`config.mk`:
```
export PLATFORM = sky130hd
export DESIGN_NAME = can_message_fifo
export DESIGN_NICKNAME = d
export VERILOG_FILES = /design/src/rtl/core/cmf_pkg.sv /design/src/rtl/core/cmf_ram.sv /design/src/rtl/core/cmf_ctrl.sv /design/src/rtl/core/can_message_fifo.sv
export SDC_FILE = /design/constraint.sdc
export NUM_CORES = 2
export LEC_CHECK = 0
export BUFFER_PORTS_ARGS = -buffer_cell sky130_fd_sc_hd__buf_2
export CAP_MARGIN = 40
export CORE_UTILIZATION = 45
export CTS_CLUSTER_DIAMETER = 40
export DETAILED_ROUTE_END_ITERATION = 8
export GPL_TIMING_DRIVEN = 0
export PLACE_DENSITY = 0.6
export SLEW_MARGIN = 10
export SYNTH_ARGS = -nofsm -noshare
export SYNTH_HDL_FRONTEND = slang
export SYNTH_SLANG_ARGS = --single-unit
```
`constraint.sdc`:
```
create_clock -name clock -period 11.65 [get_ports clock]
set_input_delay 2.33 -clock clock [delete_from_list [all_inputs] [get_ports clock]]
set_output_delay 2.33 -clock clock [all_outputs]
set_load 0.02 [all_outputs]
```
`src/rtl/core/cmf_pkg.sv`:
```
// shared types and constants of the can frame queue
package cmf_pkg;

   localparam int DEPTH_DEFAULT = 16;
   localparam int ID_W          = 29;
   localparam int PAYLOAD_W     = 64;
   localparam int DLC_W         = 4;
   localparam int LEVEL_W       = 5;
   localparam logic [DLC_W-1:0] MAX_DLC = 4'd8;

   typedef enum logic [2:0] {
      MODE_PUSH    = 3'd0,
      MODE_STAGE   = 3'd1,
      MODE_COMMIT  = 3'd2,
      MODE_POP     = 3'd3,
      MODE_PEEK    = 3'd4,
      MODE_RELEASE = 3'd5
   } mode_type;

   typedef struct packed {
      logic [2:0]           mode;
      logic [ID_W-1:0]      msg_id;
      logic [PAYLOAD_W-1:0] payload;
      logic [3:0]           byte_count;
      logic [3:0]           offset;
      logic [4:0]           amount;
   } req_type;

   typedef struct packed {
      logic                 error;
      logic [ID_W-1:0]      out_id;
      logic [PAYLOAD_W-1:0] out_payload;
      logic [DLC_W-1:0]     out_dlc;
      logic [LEVEL_W-1:0]   level;
      logic                 empty_res;
      logic                 full_res;
   } rsp_type;

   typedef struct packed {
      logic [ID_W-1:0]      id;
      logic [DLC_W-1:0]     dlc;
      logic [PAYLOAD_W-1:0] payload;
   } entry_type;

   localparam int ENTRY_W = $bits(entry_type);

   // result status that rides along with a pending memory read
   typedef struct packed {
      logic               error;
      logic               rd_hit;
      logic [LEVEL_W-1:0] level;
      logic               empty_res;
      logic               full_res;
   } meta_type;

endpackage

```
`src/rtl/core/cmf_ram.sv`:
```
// generic ram with separate write and read addresses and registered read
module cmf_ram #(
   parameter int WIDTH = 8,
   parameter int DEPTH = 16
) (
   input  logic                     clock,
   input  logic                     wr_en,
   input  logic [$clog2(DEPTH)-1:0] wr_addr,
   input  logic [WIDTH-1:0]         wr_data,
   input  logic                     rd_en,
   input  logic [$clog2(DEPTH)-1:0] rd_addr,
   output logic [WIDTH-1:0]         rd_data
);

   logic [WIDTH-1:0] mem_ff [DEPTH];
   logic [WIDTH-1:0] rd_data_ff;

   always_ff @(posedge clock) begin
      if (wr_en) begin
         mem_ff[wr_addr] <= wr_data;
      end
      if (rd_en) begin
         rd_data_ff <= mem_ff[rd_addr];
      end
   end

   assign rd_data = rd_data_ff;

endmodule

```
`src/rtl/core/cmf_ctrl.sv`:
```
// head and fill bookkeeping, operation decode and memory address generation
module cmf_ctrl #(
   parameter int DEPTH = cmf_pkg::DEPTH_DEFAULT
) (
   input  logic                     clock,
   input  logic                     reset,
   input  cmf_pkg::req_type         req,
   input  logic                     accept,
   output logic                     mem_we,
   output logic                     mem_re,
   output logic [$clog2(DEPTH)-1:0] mem_addr,
   output cmf_pkg::entry_type       mem_wdata,
   output cmf_pkg::meta_type        meta
);

   import cmf_pkg::*;

   localparam int IW    = $clog2(DEPTH);
   localparam int CW    = $clog2(DEPTH + 1);
   localparam int SUM_W = CW + 1;
   localparam int AMT_W = ((CW > 5) ? CW : 5) + 1;
   localparam logic [CW-1:0] DEPTH_C = CW'(DEPTH);

   logic [IW-1:0] head_ff, head_in;
   logic [CW-1:0] fill_ff, fill_in;
   logic [IW-1:0] tail;
   logic [IW-1:0] off_mod [16];
   logic [AMT_W-1:0] commit_sum;
   logic [DLC_W-1:0] dlc_sat;
   logic [PAYLOAD_W-1:0] payload_kept;

   // offset folded into the ring, worked out at elaboration
   for (genvar g = 0; g < 16; g++) begin : g_off
      assign off_mod[g] = IW'(g % DEPTH);
   end

   // a < depth, b <= depth: one compare and subtract wraps it
   function automatic logic [IW-1:0] wrap_add(input logic [IW-1:0] a, input logic [CW-1:0] b);
      logic [SUM_W-1:0] s;
      s = SUM_W'(a) + SUM_W'(b);
      if (s >= SUM_W'(DEPTH)) begin
         s = s - SUM_W'(DEPTH);
      end
      return IW'(s);
   endfunction

   always_comb begin
      dlc_sat = (req.byte_count > MAX_DLC) ? MAX_DLC : req.byte_count;
      for (int i = 0; i < 8; i++) begin
         payload_kept[i*8 +: 8] = (4'(i) < dlc_sat) ? req.payload[i*8 +: 8] : 8'h00;
      end
      mem_wdata.id      = req.msg_id;
      mem_wdata.dlc     = dlc_sat;
      mem_wdata.payload = payload_kept;
   end

   assign tail       = wrap_add(head_ff, fill_ff);
   assign commit_sum = AMT_W'(fill_ff) + AMT_W'(req.amount);

   always_comb begin
      head_in     = head_ff;
      fill_in     = fill_ff;
      mem_we      = 1'b0;
      mem_re      = 1'b0;
      mem_addr    = head_ff;
      meta.error  = 1'b1;
      meta.rd_hit = 1'b0;
      unique case (req.mode)
         MODE_PUSH: begin
            if (fill_ff != DEPTH_C) begin
               mem_we     = 1'b1;
               mem_addr   = tail;
               fill_in    = fill_ff + CW'(1);
               meta.error = 1'b0;
            end
         end
         MODE_STAGE: begin
            if (fill_ff != DEPTH_C) begin
               mem_we     = 1'b1;
               mem_addr   = wrap_add(tail, CW'(off_mod[req.offset]));
               meta.error = 1'b0;
            end
         end
         MODE_COMMIT: begin
            if (commit_sum <= AMT_W'(DEPTH)) begin
               fill_in    = CW'(commit_sum);
               meta.error = 1'b0;
            end
         end
         MODE_POP: begin
            if (fill_ff != '0) begin
               mem_re      = 1'b1;
               head_in     = wrap_add(head_ff, CW'(1));
               fill_in     = fill_ff - CW'(1);
               meta.error  = 1'b0;
               meta.rd_hit = 1'b1;
            end
         end
         MODE_PEEK: begin
            if (fill_ff != '0) begin
               mem_re      = 1'b1;
               mem_addr    = wrap_add(head_ff, CW'(off_mod[req.offset]));
               meta.error  = 1'b0;
               meta.rd_hit = 1'b1;
            end
         end
         MODE_RELEASE: begin
            if (AMT_W'(req.amount) <= AMT_W'(fill_ff)) begin
               head_in    = wrap_add(head_ff, CW'(req.amount));
               fill_in    = fill_ff - CW'(req.amount);
               meta.error = 1'b0;
            end
         end
         default: begin
            meta.error = 1'b1;
         end
      endcase
      meta.level     = LEVEL_W'(fill_in);
      meta.empty_res = (fill_in == '0);
      meta.full_res  = (fill_in == DEPTH_C);
   end

   always_ff @(posedge clock) begin
      if (reset) begin
         head_ff <= '0;
         fill_ff <= '0;
      end else if (accept) begin
         head_ff <= head_in;
         fill_ff <= fill_in;
      end
   end

endmodule

```
`src/rtl/core/can_message_fifo.sv`:
```
// top level of the can frame queue: request stage, frame memory and response register
//
// usage
//  - req channel: one transaction carries one operation (push, staged write, commit,
//    pop, peek, release) with the frame fields and offset/amount operands
//  - rsp channel: exactly one transaction per request, in request order, with error,
//    frame read (zero unless a pop or peek succeeds), level and empty/full flags
//  - head and fill level update at the edge that accepts the request, so the next
//    request sees them at once; writes land in the frame memory at that same edge
//  - response path: the request stage, then the response register
//  - throughput: one transaction per cycle while the receiver takes responses, set by
//    the single memory access each operation makes and the registered read of the frame memory
//  - receiver stall: the request stage holds the operation and its read data while
//    the response register waits; req_ready drops only once both are occupied
//  - reset: head and level clear to zero, both stages empty; the frame memory is
//    not cleared and a slot never written reads as unknown data
module can_message_fifo #(
   parameter int DEPTH = cmf_pkg::DEPTH_DEFAULT
) (
   input  logic             clock,
   input  logic             reset,
   input  logic             req_valid,
   output logic             req_ready,
   input  cmf_pkg::req_type req_data,
   output logic             rsp_valid,
   input  logic             rsp_ready,
   output cmf_pkg::rsp_type rsp_data
);

   import cmf_pkg::*;

   localparam int IW = $clog2(DEPTH);

   logic      accept;
   logic      s1_move;
   logic      mem_we;
   logic      mem_re;
   logic [IW-1:0] mem_addr;
   entry_type mem_wdata;
   entry_type mem_rdata;
   meta_type  meta;

   // request stage: status of the operation whose read data is in the ram output
   logic     s1_valid_ff;
   meta_type s1_meta_ff;

   // response register
   logic    rsp_valid_ff;
   rsp_type rsp_ff, rsp_in;

   assign s1_move   = s1_valid_ff && (!rsp_valid_ff || rsp_ready);
   assign req_ready = !s1_valid_ff || s1_move;
   assign accept    = req_valid && req_ready;

   cmf_ctrl #(
      .DEPTH(DEPTH)
   ) u_ctrl (
      .clock     (clock),
      .reset     (reset),
      .req       (req_data),
      .accept    (accept),
      .mem_we    (mem_we),
      .mem_re    (mem_re),
      .mem_addr  (mem_addr),
      .mem_wdata (mem_wdata),
      .meta      (meta)
   );

   // each transaction makes at most one access and reads only after earlier writes
   // have landed, so no forwarding path is needed
   cmf_ram #(
      .WIDTH(ENTRY_W),
      .DEPTH(DEPTH)
   ) u_ram (
      .clock   (clock),
      .wr_en   (accept && mem_we),
      .wr_addr (mem_addr),
      .wr_data (mem_wdata),
      .rd_en   (accept && mem_re),
      .rd_addr (mem_addr),
      .rd_data (mem_rdata)
   );

   // frame fields only on a successful pop or peek
   always_comb begin
      rsp_in.error       = s1_meta_ff.error;
      rsp_in.out_id      = s1_meta_ff.rd_hit ? mem_rdata.id : '0;
      rsp_in.out_payload = s1_meta_ff.rd_hit ? mem_rdata.payload : '0;
      rsp_in.out_dlc     = s1_meta_ff.rd_hit ? mem_rdata.dlc : '0;
      rsp_in.level       = s1_meta_ff.level;
      rsp_in.empty_res   = s1_meta_ff.empty_res;
      rsp_in.full_res    = s1_meta_ff.full_res;
   end

   always_ff @(posedge clock) begin
      if (reset) begin
         s1_valid_ff  <= 1'b0;
         rsp_valid_ff <= 1'b0;
      end else begin
         if (accept) begin
            s1_valid_ff <= 1'b1;
         end else if (s1_move) begin
            s1_valid_ff <= 1'b0;
         end
         if (s1_move) begin
            rsp_valid_ff <= 1'b1;
         end else if (rsp_ready) begin
            rsp_valid_ff <= 1'b0;
         end
      end
      if (accept) begin
         s1_meta_ff <= meta;
      end
      if (s1_move) begin
         rsp_ff <= rsp_in;
      end
   end

   assign rsp_valid = rsp_valid_ff;
   assign rsp_data  = rsp_ff;

`ifndef SYNTHESIS
   // a stalled request stage keeps its status
   a_s1_hold: assert property (@(posedge clock) disable iff (reset)
      s1_valid_ff && !s1_move |=> s1_valid_ff && $stable(s1_meta_ff))
      else $error("request stage lost or changed a stalled transaction");

   // refused operations carry no frame
   a_err_clean: assert property (@(posedge clock) disable iff (reset)
      rsp_valid_ff && rsp_ff.error |->
         rsp_ff.out_id == '0 && rsp_ff.out_dlc == '0 && rsp_ff.out_payload == '0)
      else $error("refused transaction returned frame data");

   // empty and full never reported together
   a_flags: assert property (@(posedge clock) disable iff (reset)
      rsp_valid_ff |-> !(rsp_ff.empty_res && rsp_ff.full_res))
      else $error("empty and full flagged together");
`endif

endmodule
```
-- Word level (Yosys, flattened, before mapping)
Memories as Yosys holds them, arrays and structs flattened. A register that Yosys moved wholly into a read port is not among the register bits.
Cells that the tools add are included.
- add/sub/neg operators: 14
- order comparisons: 17
- equality and inequality tests: 9
- multiplexer cells: 43
- bitwise operators: 1
- reductions and logical operators: 17
- operators by type and width (cell ; number):
    two-way mux 8 bit ; 8
    two-way mux 4 bit ; 13
    >= comparator 5 bit, second input constant ; 4
    two-way mux 5 bit ; 4
    case mux 5 bit (4 select lines) ; 1
    subtractor 4 x 1 -> 4 bit, second input constant ; 5
    less-than comparator 3 x 4 -> 1 bit, first input constant ; 4
    two-way mux 1 bit ; 13
    adder 4 x 5 -> 6 bit ; 2
    >= comparator 6 x 5 -> 1 bit, second input constant ; 2
    case mux 4 bit (3 select lines) ; 1
    adder 4 x 4 -> 5 bit ; 2
    less-than comparator 1 x 4 -> 1 bit, first input constant ; 2
    less-than comparator 2 x 4 -> 1 bit, first input constant ; 2
    case mux 4 bit (2 select lines) ; 1
    adder 5 x 5 -> 6 bit ; 1
    equality test 3 x 2 -> 1 bit, second input constant ; 2
    equality test 3 bit, second input constant ; 2
    less-or-equal comparator 6 x 5 -> 1 bit, second input constant ; 1
    nonzero test 2 bit ; 3
    adder 4 x 1 -> 5 bit, second input constant ; 1
    adder 5 x 1 -> 5 bit, second input constant ; 1
    equality test 5 bit, second input constant ; 1
    less-or-equal comparator 5 bit ; 1
    other kinds (17) ; 24
- register bits after elaboration: 125
- bits in writable memories: 1552
- bits in read-only memories: 64
- output and inout bits: 107
- word-level logic and storage cells: 119
- memories: 2
- memories (memory ; depth ; bits a word ; read ports ; clocked after memory_dff ; write ports ; line ; text):
    u_ram.mem_ff ; 16 ; 97 ; 1 ; 1 ; 1 ; cmf_ram.sv:15 ; logic [WIDTH-1:0] mem_ff [DEPTH];
    (name not given) ; 16 ; 4 ; 1 ; 0 ; 0 ; cmf_ctrl.sv:102 ; mem_addr = wrap_add(head_ff, CW'(off_mod[req.offset]));

-- Depth between registers and ports, before layout
- word-level depth: 9
- mapped depth: 14
- gate-level depth less buffers: 12

-- Cells and area by module
A second synthesis with hierarchy kept.
- cells, all modules: 3095
- area total of the unflattened synthesis: 67852.6 um^2
- by module, submodules not included (module ; instances ; cells each ; area each (um^2) ; sequential area each (um^2)):
    cmf_ram ; 1 ; 2484 ; 60838.3 ; 49517.5
    can_message_fifo ; 1 ; 233 ; 4201.5 ; 3463.3
    cmf_ctrl ; 1 ; 378 ; 2812.7 ; 180.2

-- Worst setup path after synthesis
Ideal clock, no wire load.
- path kind: input-to-reg
- start: input req_data[106] (netlist bit)
- end: register u_ram.rd_data_ff[0], in the netlist u_ram.rd_data[0] (read register of u_ram.mem_ff) (enable)
- library setup time: 0.672 ns
- arrival: 10.023 ns
- required time: 10.978 ns
- slack: 0.955 ns
- stages on the path: 5
- path buffers: 3
- cells stage by stage: buf_2 -> clkbuf_1 -> clkbuf_1 -> mux2_2 -> nor3_1
- cells in the longest elaborated chain, start to end: 4
- elaborated cells between the ends (all ways): 8
- those cells by class: eq/ne (3); mux (2); reduce/logical (3)
- ends and longest elaborated chain (item ; line ; text):
    from (decl) ; can_message_fifo.sv:24 ; input cmf_pkg::req_type req_data,
    equality test 3 x 2 -> 1 bit or equality test 3 bit (tied branches) ; cmf_ctrl.sv:68 ; unique case (req.mode)
    OR reduction 2 bit (no source line) * ; n/a ;
    two-way mux 1 bit * ; n/a ;
    logical AND 1 bit * ; can_message_fifo.sv:79 ; .rd_en (accept && mem_re),
    net u_ram.rd_en ; cmf_ram.sv:10 ; input logic rd_en,
    to (decl) ; cmf_ram.sv:16 ; logic [WIDTH-1:0] rd_data_ff;
The timed path passes the listed nets; every way through them passes the cells marked *.
A chain may end at the register's enable or synchronous reset.

-- Worst setup path in the final report
- start: input req_data[6] (netlist bit)
- end: memory u_ram.mem_ff[5][43] (netlist bit) (enable)
- cells in the longest elaborated chain, start to end: 9
- elaborated cells between the ends (all ways): 15
- those cells by class: add/sub (4); order compare (2); mux (7); bitwise (1); memory (1)
- ends and longest elaborated chain (item ; line ; text):
    inverter 4 -> 5 bit (not written as such) * ; cmf_ctrl.sv:80, cmf_ctrl.sv:102 ;
    memory read (16 x 4 bit) * ; n/a ;
    two-way mux 4 bit (not written as such) * (2 in a row) ; cmf_ctrl.sv:102 ;
    adder 4 x 4 -> 5 bit ; cmf_ctrl.sv:40 ; s = SUM_W'(a) + SUM_W'(b);
    subtractor 4 x 1 -> 4 bit or >= comparator 5 bit (tied branches) ; cmf_ctrl.sv:42, cmf_ctrl.sv:41 ;
    two-way mux 4 bit ; cmf_ctrl.sv:41 ; if (s >= SUM_W'(DEPTH)) begin
    two-way mux 4 bit (on tied branches) ; cmf_ctrl.sv:100, cmf_ctrl.sv:78 ;
    case mux 4 bit (3 select lines) * ; cmf_ctrl.sv:68 ;
    to (decl) ; cmf_ram.sv:15 ;
Every way passes the cells marked *; elsewhere a longest branch is shown, timed or not. The select of a mux whose other input is x is not followed.

==> reports/results.ini <==
[worst_hold_path]
hold_path_end = rsp_data[4]$_DFFE_PP_
min_from = rsp_in[4]$_DFFE_PP_
hold_path_class = flop to flop
hold_depth = 0

[layout]
drive_above_1_share = 0.156
fin_util = 0.536
layout.nets = 5813
syn_to_final_growth_pct = 17.6

[timing]
clock_skew_ps = 26.5
setup_slack_ps = 5580
setup_viol = 0
fin_crit_sh = 0.521
relSlewSlack = 0.377
timing.fmax_ghz = 0.165
finalCriticalPeriod_ps = 6070
final_hold_viol_count = 0
tightest_slew_ps = 935
rsz0062_at_grt = no
final-max-slew-violation-count = 0

[cts]
cts_resized = 0
cts_buffers = 207
post_cts_buffers = 0
root_buffer = clkbuf_16
htree_levels = 4
clkLatencyLatePin_ps = 820
cts-hold-fix-buffers = 0
cts_tree = done
clock_path_buffers = 3
clock_sinks = 1774
clk_pin_slew_ps = 60

[power_and_ir_drop]
power.leakage_nw = 29.2
power_density_nw_per_um2 = 186
p_sw_mw = 3.71
finalPower_mw = 15.2
pwr-share-comb = 0.095
p_sw_frac = 0.244
intPower_mw = 11.5
p_seq_frac = 0.472
ir_worst_vdd_mv = 0.100
pwr-share-clk = 0.433

[status]
status = completed

[yosys]
ys_seq_area_frac = 0.764
syn_area_um2 = 69600
avgSynthCellArea_um2 = 13.5
synth_warnings = 0
async_flop_share = 0
synth_seq_cells = 1774
synth_edf_count = 1763
ys_types = 71
synth_fp_nets = 5280
synth_top_flop_cell = edfxtp_1
syn_inst = 5137

[critical_path]
crit_chain = buf_2, ha_1, a21o_1, a21oi_1, xor2_1, or3_1, nand2_1, o2111ai_1, a21oi_1, clkbuf_1, and3_4, buf_12, buf_16
path_delay_family = buffers and inverters
cpPeakStageDelay_ps = 760
r2r-start = u_ctrl.fill_ff[1]$_SDFFE_PP0P_
critPathSlowestCell = a21oi_1
cpMostUsedCell = a21oi_1
r2r_slack_ps = 5980
r2r_cells = 13
required_ps = 12130
crit_type = primary input to flop
arrival_ps = 6560
crit_path_start_kind = primary input
endpoint_kind = flop
crit_fanout = 42
cp.buffers_inverters = 4
r2r_end = u_ram.mem_ff[5][43]$_DFFE_PP_

[drt]
wl_per_cell_um = 24.7
first_pass_iters = 5
viasPerCell = 5.54
antenna_left = 0
drtIter0Drc = 4951
wl_um = 195000
vias = 43629
drc = 0

[global_routing]
top_usage_layer = met2
grt_pass1_wl_um = 283000
grtUsageTotal = 0.248
grt_max_degree = 48
antenna_found_initial = 16
grt_overflow = 0
grt_use_met1 = 0.343
grtUsageMet3 = 0.0533
use_met2 = 0.385
grt_pass1_vias = 42086

[floorplanning]
die_area_um2 = 156000
die_width_um = 395
die_h_um = 395
initial_core_util = 0.456
fp-row-count = 143
core_um2 = 153000
io_pins = 220

[placed_design]
gp_congestion = 0.810
io_buffers = 215
post-place-ws_ps = 4840
post-dp-hpwl_um = 122000

[run]
drv_cap = 0

==> synthesized netlist by cell type, types with 8 or more instances <==
cell type	n	area share
o21ai_0	9	0.00065
inv_1	20	0.0011
nand2_1	1570	0.085
nand3_1	781	0.056
xnor2_1	9	0.0011
nand4_1	197	0.018
and3_1	9	0.00081
nor2b_1	56	0.0050
buf_4	23	0.0025
nor2_1	37	0.0020
clkbuf_1	71	0.0038
ha_1	24	0.0043
mux2i_1	100	0.014
buf_2	191	0.014
edfxtp_1	1763	0.76
a21oi_1	22	0.0016
nor3_1	11	0.00079
and2_1	114	0.010
and3b_1	8	0.0010
dfxtp_1	11	0.0032
==> power by group through the flow <==
stage	Sequential, mW	Clock [mW]	Combinational, mW
2_1_floorplan	7.33	0	0.766
3_3_place_gp	7.33	0	1.38
3_5_place_dp	7.30	0	1.44
4_1_cts	7.17	6.63	1.45
5_1_grt	7.17	6.89	1.56
6_report	7.17	6.57	1.44
==> stage by stage <==
stage	hold slack (ps)	std cells	setup TNS, ps	cell area (um2)
after detailed placement	408	7491	0	74800
final	420	7879	0	81800
after floorplan	400	5137	0	69600
after CTS	423	7872	0	81800
after global placement	401	7382	-530590	73200
after global routing	435	7876	0	81800
==> worst register-to-register path, stage by stage, from the launching register on <==
cell and delay (ps):
dfxtp_1 710, fa_1 540, ha_1 290, a21o_1 180, a21oi_1 180, xnor2_1 160, xnor2_1 110, o21ai_0 160
o2111ai_1 110, a21oi_1 760, clkbuf_1 710, and3_4 680, buf_12 330, buf_16 340
==> registers in the layout, indices dropped and copies added (netlist names) <==
| register | flops |
|---|---|
| s1_meta_ff | 1 |
| u_ctrl.fill_ff | 5 |
| u_ram.mem_ff | 1552 |
| rsp_data | 105 |
| u_ctrl.head_ff | 4 |
| s1_valid_ff | 1 |
| rsp_in | 8 |
| rsp_valid | 1 |
| u_ram.rd_data | 97 |
==> area by class of cell <==
cell class | instances | area [um2]
repair buffers | 324 | 2630
flip-flops and latches | 1774 | 53200
inverters | 21 | 78.8
multi-input cells | 3047 | 15000
plain buffers | 295 | 1460
diodes | 7 | 17.5
clock inverters | 141 | 1570
clock buffers | 240 | 5410
fillers | 12505 | 70800
well taps | 2030 | 2540
==> layer usage <==
metal / vias up / wire length, um
li1: 19751 / -
met1: 21623 / 80600
met2: 1936 / 90400
met3: 315 / 17900
met4: 4 / 6130
met5: - / 23
==> cells in the final DEF, fill, tap and decap left out, types with 6 or more instances in the layout <==
master,count
edfxtp_1,1763
a211oi_1,6
nor2_1,37
mux2i_1,100
nor3_1,9
and2_1,114
nand4_1,197
buf_1,7
clkbuf_16,212
fa_1,6
buf_12,9
or3_1,6
clkbuf_1,99
nand2b_1,6
dfxtp_1,11
ha_1,24
inv_1,20
a21oi_1,22
buf_16,29
clkinv_1,24
clkinv_4,14
xnor2_1,9
clkinv_2,32
nand3_1,781
inv_6,15
and3b_4,8
nand2_1,1570
xor2_1,6
o21ai_0,9
nor2b_1,55
bufinv_16,27
buf_6,11
and3_4,8
buf_2,407
buf_4,83
clkinvlp_4,24
diode_2,7
==> worst max-delay path by stage <==
stage | from | endpoint | slack (ps) | cells after the start
floorplan | req_data[106] | u_ram.rd_data[0]$_DFFE_PP_ | 960 | 5
global placement | req_data[106] | u_ram.rd_data[41]$_DFFE_PP_ | -5510 | 5
detailed placement | req_data[6] | u_ram.mem_ff[5][44]$_DFFE_PP_ | 4840 | 13
CTS | req_data[6] | u_ram.mem_ff[5][43]$_DFFE_PP_ | 5710 | 13
global route | req_data[6] | u_ram.mem_ff[5][43]$_DFFE_PP_ | 5440 | 13
finish | req_data[6] | u_ram.mem_ff[5][43]$_DFFE_PP_ | 5580 | 13
==> kinds of logic after synthesis <==
family	synth area share
xor gates and xnor gates	0.00189
muxes	0.0146
adders and majority gates	0.00604
AOI/OAI and AO/OA	0.00808
buffers and inverters	0.0221
DFF	0.764
and+or+nand+nor	0.183
(Power assumes the default switching activity.)
